===== config.mk =====
export PLATFORM = sky130hd
export DESIGN_NAME = timestamp_reorder_buffer_core
export DESIGN_NICKNAME = d
export VERILOG_FILES = /design/src/sv/trb_pkg.sv /design/src/sv/trb_cell.sv /design/src/sv/timestamp_reorder_buffer_core.sv
export SDC_FILE = /design/constraint.sdc
export NUM_CORES = 1
export LEC_CHECK = 0
export BUFFER_PORTS_ARGS = -buffer_cell sky130_fd_sc_hd__buf_2
export CAP_MARGIN = 20
export CORE_UTILIZATION = 60
export DETAILED_ROUTE_END_ITERATION = 16
export GPL_ROUTABILITY_DRIVEN = 0
export HOLD_SLACK_MARGIN = 0.15
export PLACE_DENSITY_LB_ADDON = 0.25
export SYNTH_ARGS = -nofsm -noshare
export SYNTH_HDL_FRONTEND = slang
export SYNTH_SLANG_ARGS = --single-unit

===== constraint.sdc =====
create_clock -name clk -period 7.3 [get_ports clk]
set_clock_uncertainty 0.2 [all_clocks]
set_input_delay 0 -clock clk [delete_from_list [all_inputs] [get_ports clk]]
set_output_delay 0 -clock clk [all_outputs]
set_load 0.1 [all_outputs]

===== src/sv/trb_pkg.sv =====
// Shared types and constants for the timestamp reorder buffer.
// No dependencies; the cell and the top level import this package.
package trb_pkg;

	// One held key event.
	typedef struct packed {
		logic [7:0]  position;
		logic        pressed;
		logic        own_half;
		logic [31:0] stamp;
	} trb_entry_t;

	// What every cell of the row does in this cycle.
	typedef struct packed {
		logic ins;   // sorted insert of the incoming event
		logic shl;   // shift towards the head while the row is drained
	} trb_cell_op_t;

	// Action codes of a request.
	localparam logic [1:0] ACT_KEY  = 2'd0;
	localparam logic [1:0] ACT_LINK = 2'd1;
	localparam logic [1:0] ACT_TICK = 2'd2;

	// Configuration register indexes.
	localparam logic REG_WINDOW = 1'b0;
	localparam logic REG_ACTIVE = 1'b1;

	localparam logic [15:0] WINDOW_RESET = 16'd2000;
	localparam logic [23:0] ACTIVE_RESET = 24'd200000;
	localparam logic [23:0] AGE_MAX      = 24'hFFFFFF;

endpackage


===== src/sv/trb_cell.sv =====
// One cell of the sorted row of held events.
// Depends on trb_pkg for the entry and operation types.
module trb_cell
	import trb_pkg::*;
(
	input  logic         clk,
	input  trb_cell_op_t op,
	input  logic         live,
	input  trb_entry_t   new_ent,
	input  trb_entry_t   left_ent,
	input  logic         left_gt,
	input  trb_entry_t   right_ent,
	output trb_entry_t   ent,
	output logic         gt
);

	trb_entry_t ent_q;

	// An empty cell counts as later than any event, so the incoming event
	// lands just after the last held entry whose stamp is not greater.
	assign gt  = !live || (ent_q.stamp > new_ent.stamp);
	assign ent = ent_q;

	always_ff @(posedge clk) begin
		if (op.ins && gt) begin
			ent_q <= left_gt ? left_ent : new_ent;
		end else if (op.shl) begin
			ent_q <= right_ent;
		end
	end

endmodule


===== src/sv/timestamp_reorder_buffer_core.sv =====
// Timestamp reorder buffer: top level with control, timers and output stage.
// Depends on trb_pkg and trb_cell.
//
// The block takes key events, link-activity notices and time ticks as requests
// on the evt channel and emits key events on the res channel. While nothing is
// held, a local press is held only if link activity was seen fewer than
// active_ticks ticks ago, which also arms a countdown of window_ticks ticks;
// any other key event passes straight out. While events are held, every key
// event is held too, kept in ascending stamp order (equal stamps keep arrival
// order) by a row of DEPTH cells that insert in the cycle the request is
// taken. A remote event or expiry of the countdown drains the row from its
// head, one result per cycle while the res channel takes them, and the final
// result of the request carries last. When the row is full it is drained first
// and the new event then follows as the final result. The output register
// that feeds the res channel paces the draining, and a stalled consumer
// stretches it. The next request is taken once the current one has handed its
// last result to the output register, even if that result still waits there.
// Registers are written on cfg_we with cfg_index 0 for window_ticks and 1 for
// active_ticks; the user must write them only while the block is idle, which
// the block itself does not enforce. Timestamp wrap is not handled.
module timestamp_reorder_buffer_core
	import trb_pkg::*;
#(
	parameter int DEPTH = 8
) (
	input  logic        clk,
	input  logic        arst_n,
	// configuration
	input  logic        cfg_we,
	input  logic        cfg_index,
	input  logic [23:0] cfg_data,
	// requests
	input  logic        evt_valid,
	output logic        evt_ready,
	input  logic [1:0]  action,
	input  logic [7:0]  position,
	input  logic        pressed,
	input  logic        own_half,
	input  logic [31:0] stamp,
	// results
	output logic        res_valid,
	input  logic        res_ready,
	output logic [7:0]  out_position,
	output logic        out_pressed,
	output logic        out_own_half,
	output logic [31:0] out_stamp,
	output logic        last
);

	localparam int CNT_W = $clog2(DEPTH + 1);
	localparam logic [CNT_W-1:0] CNT_FULL = CNT_W'(DEPTH);
	localparam logic [CNT_W-1:0] CNT_ONE  = CNT_W'(1);

	localparam logic [1:0] ST_IDLE  = 2'd0;
	localparam logic [1:0] ST_FLUSH = 2'd1;
	localparam logic [1:0] ST_PASS  = 2'd2;

	logic [1:0]       state_q;
	logic [CNT_W-1:0] count_q;
	logic [15:0]      window_q;
	logic [23:0]      active_q;
	logic [15:0]      countdown_q;
	logic             armed_q;
	logic [23:0]      age_q;
	logic             seen_q;
	logic             mark_last_q;
	logic             pass_q;
	trb_entry_t       pend_q;

	logic             res_valid_q;
	trb_entry_t       res_ent_q;
	logic             res_last_q;

	trb_entry_t       new_ent;
	trb_entry_t       ent [DEPTH];
	logic             gt  [DEPTH];
	trb_cell_op_t     op;
	logic             accept;
	logic             can_load;
	logic             active;
	logic             hold_first;

	assign new_ent = '{position: position, pressed: pressed, own_half: own_half, stamp: stamp};

	assign evt_ready = (state_q == ST_IDLE);
	assign accept    = evt_valid && evt_ready;
	// The output register can take a result when it is empty or being emptied.
	assign can_load  = !res_valid_q || res_ready;

	assign active     = seen_q && (age_q < active_q);
	assign hold_first = (count_q == '0) && own_half && pressed && active;

	always_comb begin
		op.ins = 1'b0;
		op.shl = 1'b0;
		if (accept && (action == ACT_KEY)) begin
			op.ins = (count_q == '0) ? hold_first : (count_q < CNT_FULL);
		end
		if ((state_q == ST_FLUSH) && can_load && (count_q != '0)) begin
			op.shl = 1'b1;
		end
	end

	// Row of cells: cell 0 is the head, holding the earliest stamp.
	for (genvar i = 0; i < DEPTH; i++) begin : g_cell
		trb_cell u_cell (
			.clk       (clk),
			.op        (op),
			.live      (CNT_W'(i) < count_q),
			.new_ent   (new_ent),
			.left_ent  ((i == 0) ? new_ent : ent[(i == 0) ? 0 : i - 1]),
			.left_gt   ((i == 0) ? 1'b0 : gt[(i == 0) ? 0 : i - 1]),
			.right_ent (ent[(i == DEPTH - 1) ? i : i + 1]),
			.ent       (ent[i]),
			.gt        (gt[i])
		);
	end

	// Configuration registers.
	always_ff @(posedge clk or negedge arst_n) begin
		if (!arst_n) begin
			window_q <= WINDOW_RESET;
			active_q <= ACTIVE_RESET;
		end else if (cfg_we) begin
			if (cfg_index == REG_WINDOW) begin
				window_q <= cfg_data[15:0];
			end else begin
				active_q <= cfg_data;
			end
		end
	end

	// Control, timers and occupancy.
	always_ff @(posedge clk or negedge arst_n) begin
		if (!arst_n) begin
			state_q     <= ST_IDLE;
			count_q     <= '0;
			countdown_q <= '0;
			armed_q     <= 1'b0;
			age_q       <= '0;
			seen_q      <= 1'b0;
			mark_last_q <= 1'b0;
			pass_q      <= 1'b0;
			pend_q      <= '0;
		end else begin
			unique case (state_q)
				ST_IDLE: begin
					if (accept) begin
						unique case (action)
							ACT_LINK: begin
								seen_q <= 1'b1;
								age_q  <= '0;
							end
							ACT_TICK: begin
								if (seen_q && (age_q != AGE_MAX)) begin
									age_q <= age_q + 24'd1;
								end
								if (armed_q) begin
									if (countdown_q <= 16'd1) begin
										countdown_q <= '0;
										armed_q     <= 1'b0;
										if (count_q != '0) begin
											state_q     <= ST_FLUSH;
											mark_last_q <= 1'b1;
											pass_q      <= 1'b0;
										end
									end else begin
										countdown_q <= countdown_q - 16'd1;
									end
								end
							end
							ACT_KEY: begin
								if (count_q == '0) begin
									if (hold_first) begin
										count_q     <= CNT_ONE;
										countdown_q <= window_q;
										armed_q     <= 1'b1;
									end else begin
										pend_q  <= new_ent;
										state_q <= ST_PASS;
									end
								end else if (count_q >= CNT_FULL) begin
									// Drain the full row first, then pass the new event.
									pend_q      <= new_ent;
									pass_q      <= 1'b1;
									mark_last_q <= 1'b0;
									state_q     <= ST_FLUSH;
									armed_q     <= 1'b0;
									countdown_q <= '0;
								end else begin
									count_q <= count_q + CNT_ONE;
									if (!own_half) begin
										state_q     <= ST_FLUSH;
										mark_last_q <= 1'b1;
										pass_q      <= 1'b0;
										armed_q     <= 1'b0;
										countdown_q <= '0;
									end
								end
							end
							default: begin
							end
						endcase
					end
				end
				ST_FLUSH: begin
					if (count_q == '0) begin
						state_q <= pass_q ? ST_PASS : ST_IDLE;
					end else if (can_load) begin
						count_q <= count_q - CNT_ONE;
						if (count_q == CNT_ONE) begin
							state_q <= pass_q ? ST_PASS : ST_IDLE;
						end
					end
				end
				ST_PASS: begin
					if (can_load) begin
						state_q <= ST_IDLE;
						pass_q  <= 1'b0;
					end
				end
				default: begin
					state_q <= ST_IDLE;
				end
			endcase
		end
	end

	// Output register: valid flag under reset, payload without.
	always_ff @(posedge clk or negedge arst_n) begin
		if (!arst_n) begin
			res_valid_q <= 1'b0;
		end else if (op.shl || ((state_q == ST_PASS) && can_load)) begin
			res_valid_q <= 1'b1;
		end else if (res_ready) begin
			res_valid_q <= 1'b0;
		end
	end

	always_ff @(posedge clk) begin
		if (op.shl) begin
			res_ent_q  <= ent[0];
			res_last_q <= mark_last_q && (count_q == CNT_ONE);
		end else if ((state_q == ST_PASS) && can_load) begin
			res_ent_q  <= pend_q;
			res_last_q <= 1'b1;
		end
	end

	assign res_valid    = res_valid_q;
	assign out_position = res_ent_q.position;
	assign out_pressed  = res_ent_q.pressed;
	assign out_own_half = res_ent_q.own_half;
	assign out_stamp    = res_ent_q.stamp;
	assign last         = res_last_q;

endmodule

==> impl_metrics.py <==
metrics = {
    "worst_hold_path": {
        "hp-class": "in -> reg",
        "hold_start": "stamp[3]",
        "holdPathStages": 3,
        "hold_path_end": "g_cell[0].u_cell.ent[3]",
    },
    "power_and_ir_drop": {
        "power.density_nw_per_um2": 426,
        "leakagePower_uw": 0.0137,
        "ir_worst_vdd_mv": 0.492,
        "p_total_uw": 14500,
    },
    "sta": {
        "setup_viol": 0,
        "fin_crit_sh": 0.695,
        "maxSlewHeadroom": 0.168,
        "hold_viol": 0,
        "finalMaxSlewViolations": 0,
        "fmax_ghz": 0.197,
        "rsz0062_at_grt": "false",
        "fin_crit_ps": 5070,
        "fin_setup_tns_ps": 0,
        "worstMarginPinSlew_ps": 1240,
    },
    "yosys": {
        "synth_top_area_share": 0.381,
        "ys_warn_count": 0,
        "synth_edf_count": 379,
        "synth_compound_area_frac": 0.102,
        "ys_types": 73,
        "async_reset_ff_frac": 0.260,
        "synth-simple-area-share": 0.0912,
        "yosysSeqAreaShare": 0.492,
        "ys_ff_latch": 512,
        "synth_area_sq_um": 29900,
        "synth_mux_area_frac": 0.167,
        "synthTopCellsByArea": "edfxtp_1 38%, ha_1 11%, dfrtp_1 10%, mux2_2 9.6%, mux2i_1 7.0%",
        "synth_top_family_by_area": "multiplexers",
        "synthAdderAreaFrac": 0.106,
        "yosys_most_used_dff": "edfxtp_1",
        "synth_xor_area_frac": 0.00674,
        "synth_area_per_cell_sq_um": 11.4,
        "synth_top_area_cell": "edfxtp_1",
        "synthesis.nets": 2949,
        "postSynthCellCount": 2622,
    },
    "status": {
        "status": "completed",
    },
    "floorplan": {
        "die-area_sq_um": 50700,
        "initial_core_util": 0.610,
        "die_height_um": 225,
        "rows": 81,
        "die_x_um": 225,
        "core_area_sq_um": 49100,
        "ios": 119,
    },
    "grt": {
        "grt_first_pass_wirelength_mm": 127,
        "grt_max_degree": 85,
        "antenna_found_initial": 1,
        "grt_pass1_vias": 22400,
        "overflow": 0,
        "grt_usage": 0.324,
    },
    "worst_setup_path": {
        "path_max_fanout": 84,
        "worstPathArrival_ps": 5190,
        "rr_worst_depth": 9,
        "cp-end-kind": "flop",
        "reg2reg_to": "g_cell[3].u_cell.ent[39]",
        "timing.rr.start": "g_cell[3].u_cell.ent[14]",
        "required_ps": 7420,
        "r2r_slack_ps": 2230,
        "startpoint": "g_cell[3].u_cell.ent[14]",
        "worstSetupPathType": "reg -> reg",
        "start_kind": "flop",
    },
    "clock_network": {
        "worstSkewPairLatency_ps": 620,
        "post_cts_resized": 0,
        "clk_pin_slew_worst_paths_ps": 60,
        "htreeDepth": 2,
        "cts_tree": "done",
        "numCtsBuffers": 55,
        "root_buffer": "clkbuf_16",
        "cts_sinks": 512,
        "cts_buffer_depth": 3,
    },
    "routing": {
        "first_iter_violations": 2074,
        "wl_per_cell_um": 23.6,
        "drc_errors": 0,
        "antenna_left": 0,
        "viasPerCell": 6.37,
        "drtPass1Iterations": 6,
        "via_count": 22200,
        "drt_wl_total_mm": 82.4,
    },
    "finish": {
        "areaGrowthSynthToFinish_pct": 13.6,
        "fillers": 3510,
        "drive_gt1_frac": 0.192,
        "multiInputGateArea_sq_um": 14300,
        "postLayoutCoreUtil": 0.693,
        "final_cell_mix": "379 x edfxtp_1, 324 x a21oi_1, 276 x nor2_1",
        "layout_commonest_cell": "edfxtp_1",
        "final_cells": 3491,
        "seq_area_sq_um": 14700,
        "layout.nets": 3107,
    },
    "placement": {
        "portBuffers": 118,
        "dpl.cell_count": 3272,
        "hpwl_mm": 54.2,
    },
    "flow_run": {
        "cap_violations": 0,
    },
}
==> worst max-delay path: stages, from the launching register on <==
cell and delay, ps:
edfxtp_1 440, ha_1 350, nand4_1 210, nor4_1 1070, a21boi_0 410, o31ai_1 130, a32o_4 610, a211oi_4 330
buf_4 780, a21oi_1 160
==> worst max-delay path by stage <==
| stage | to | slack [ps] |
|---|---|---|
| global placement | g_cell[6].u_cell.ent[36] | 2400 |
| CTS | g_cell[6].u_cell.ent[6] | 2340 |
| global route | g_cell[3].u_cell.ent[36] | 2280 |
| floorplan | g_cell[6].u_cell.ent[0] | 840 |
| detailed placement | g_cell[6].u_cell.ent[6] | 2360 |
| finish | g_cell[3].u_cell.ent[39] | 2230 |
==> final cells by class <==
cell class | instances | share of cell area
multi-input cells | 1867 | 0.421
diodes | 2 | 0.000147
clock inverters | 23 | 0.00685
flip-flops and latches | 512 | 0.433
well taps | 664 | 0.0244
clock buffers | 79 | 0.0458
repair buffers | 266 | 0.0603
inverters | 78 | 0.00861
==> stage by stage <==
| step | cell area, sq um | setup WS [ps] | hold slack, ps |
|---|---|---|---|
| finish | 34000 | 2230 | 184 |
| global route | 34000 | 2280 | 192 |
| CTS | 33900 | 2340 | 165 |
| detailed placement | 31000 | 2360 | -68.4 |
| global placement | 31000 | 2400 | -84.3 |
| floorplan | 29900 | 836 | -496 |
==> cell families (layout without fill, tap and decap cells) <==
kind of cell,Yosys count,in the layout
compound gates,527,527
xor+xnor,23,23
fa+ha+maj,253,253
buf+inv,243,446
flops,512,512
mux,467,467
other cells,0,2
simple gates,597,597
==> power by group <==
group          switching (uW)  internal, uW  total [uW]
clock network            1210          1630        2830
registers                 761          4670        5430
logic                    3930          2280        6210
total                    5900          8580       14500
==> synth_stat cells, drive strengths merged (5+ instances only) <==
library cell / count
nand2: 119
edfxtp: 379
mux2i: 209
nor3: 23
nand3: 37
buf: 81
o2bb2ai: 11
nor4: 13
nand2b: 7
ha: 253
inv: 78
xor2: 19
a22oi: 5
a211oi: 16
nor2: 278
nor2b: 12
and4: 13
a21o: 23
o211ai: 12
and3: 6
a2111oi: 7
a21boi: 7
dfrtp: 121
a221o: 7
dfstp: 12
clkbuf: 84
o21ai: 79
or2: 10
mux2: 258
nand4: 60
a21oi: 326
==> what timing repair did <==
action | in CTS | in global routing
setup buffers | 0 | 0
hold buffers | 111 | 1
hold endpoints to repair | 596 | 24
==> sequential cells by signal, summed over array words and instances, names as in the netlist <==
signal             count
g_cell.u_cell.ent    336
out_position           8
age_q                 24
last                   1
out_pressed            1
countdown_q           16
out_own_half           1
pend_q                42
seen_q                 1
res_valid              1
pass_q                 1
count_q                4
window_q              16
armed_q                1
state_q                2
out_stamp             32
active_q              24
mark_last_q            1
==> routing by layer <==
layer	track usage	wire length, um
met2	0.550	40500
met1	0.424	33400
met3	0.0452	5820
met4	0.116	2600
met5	0	0
(Power assumes the default switching activity.)
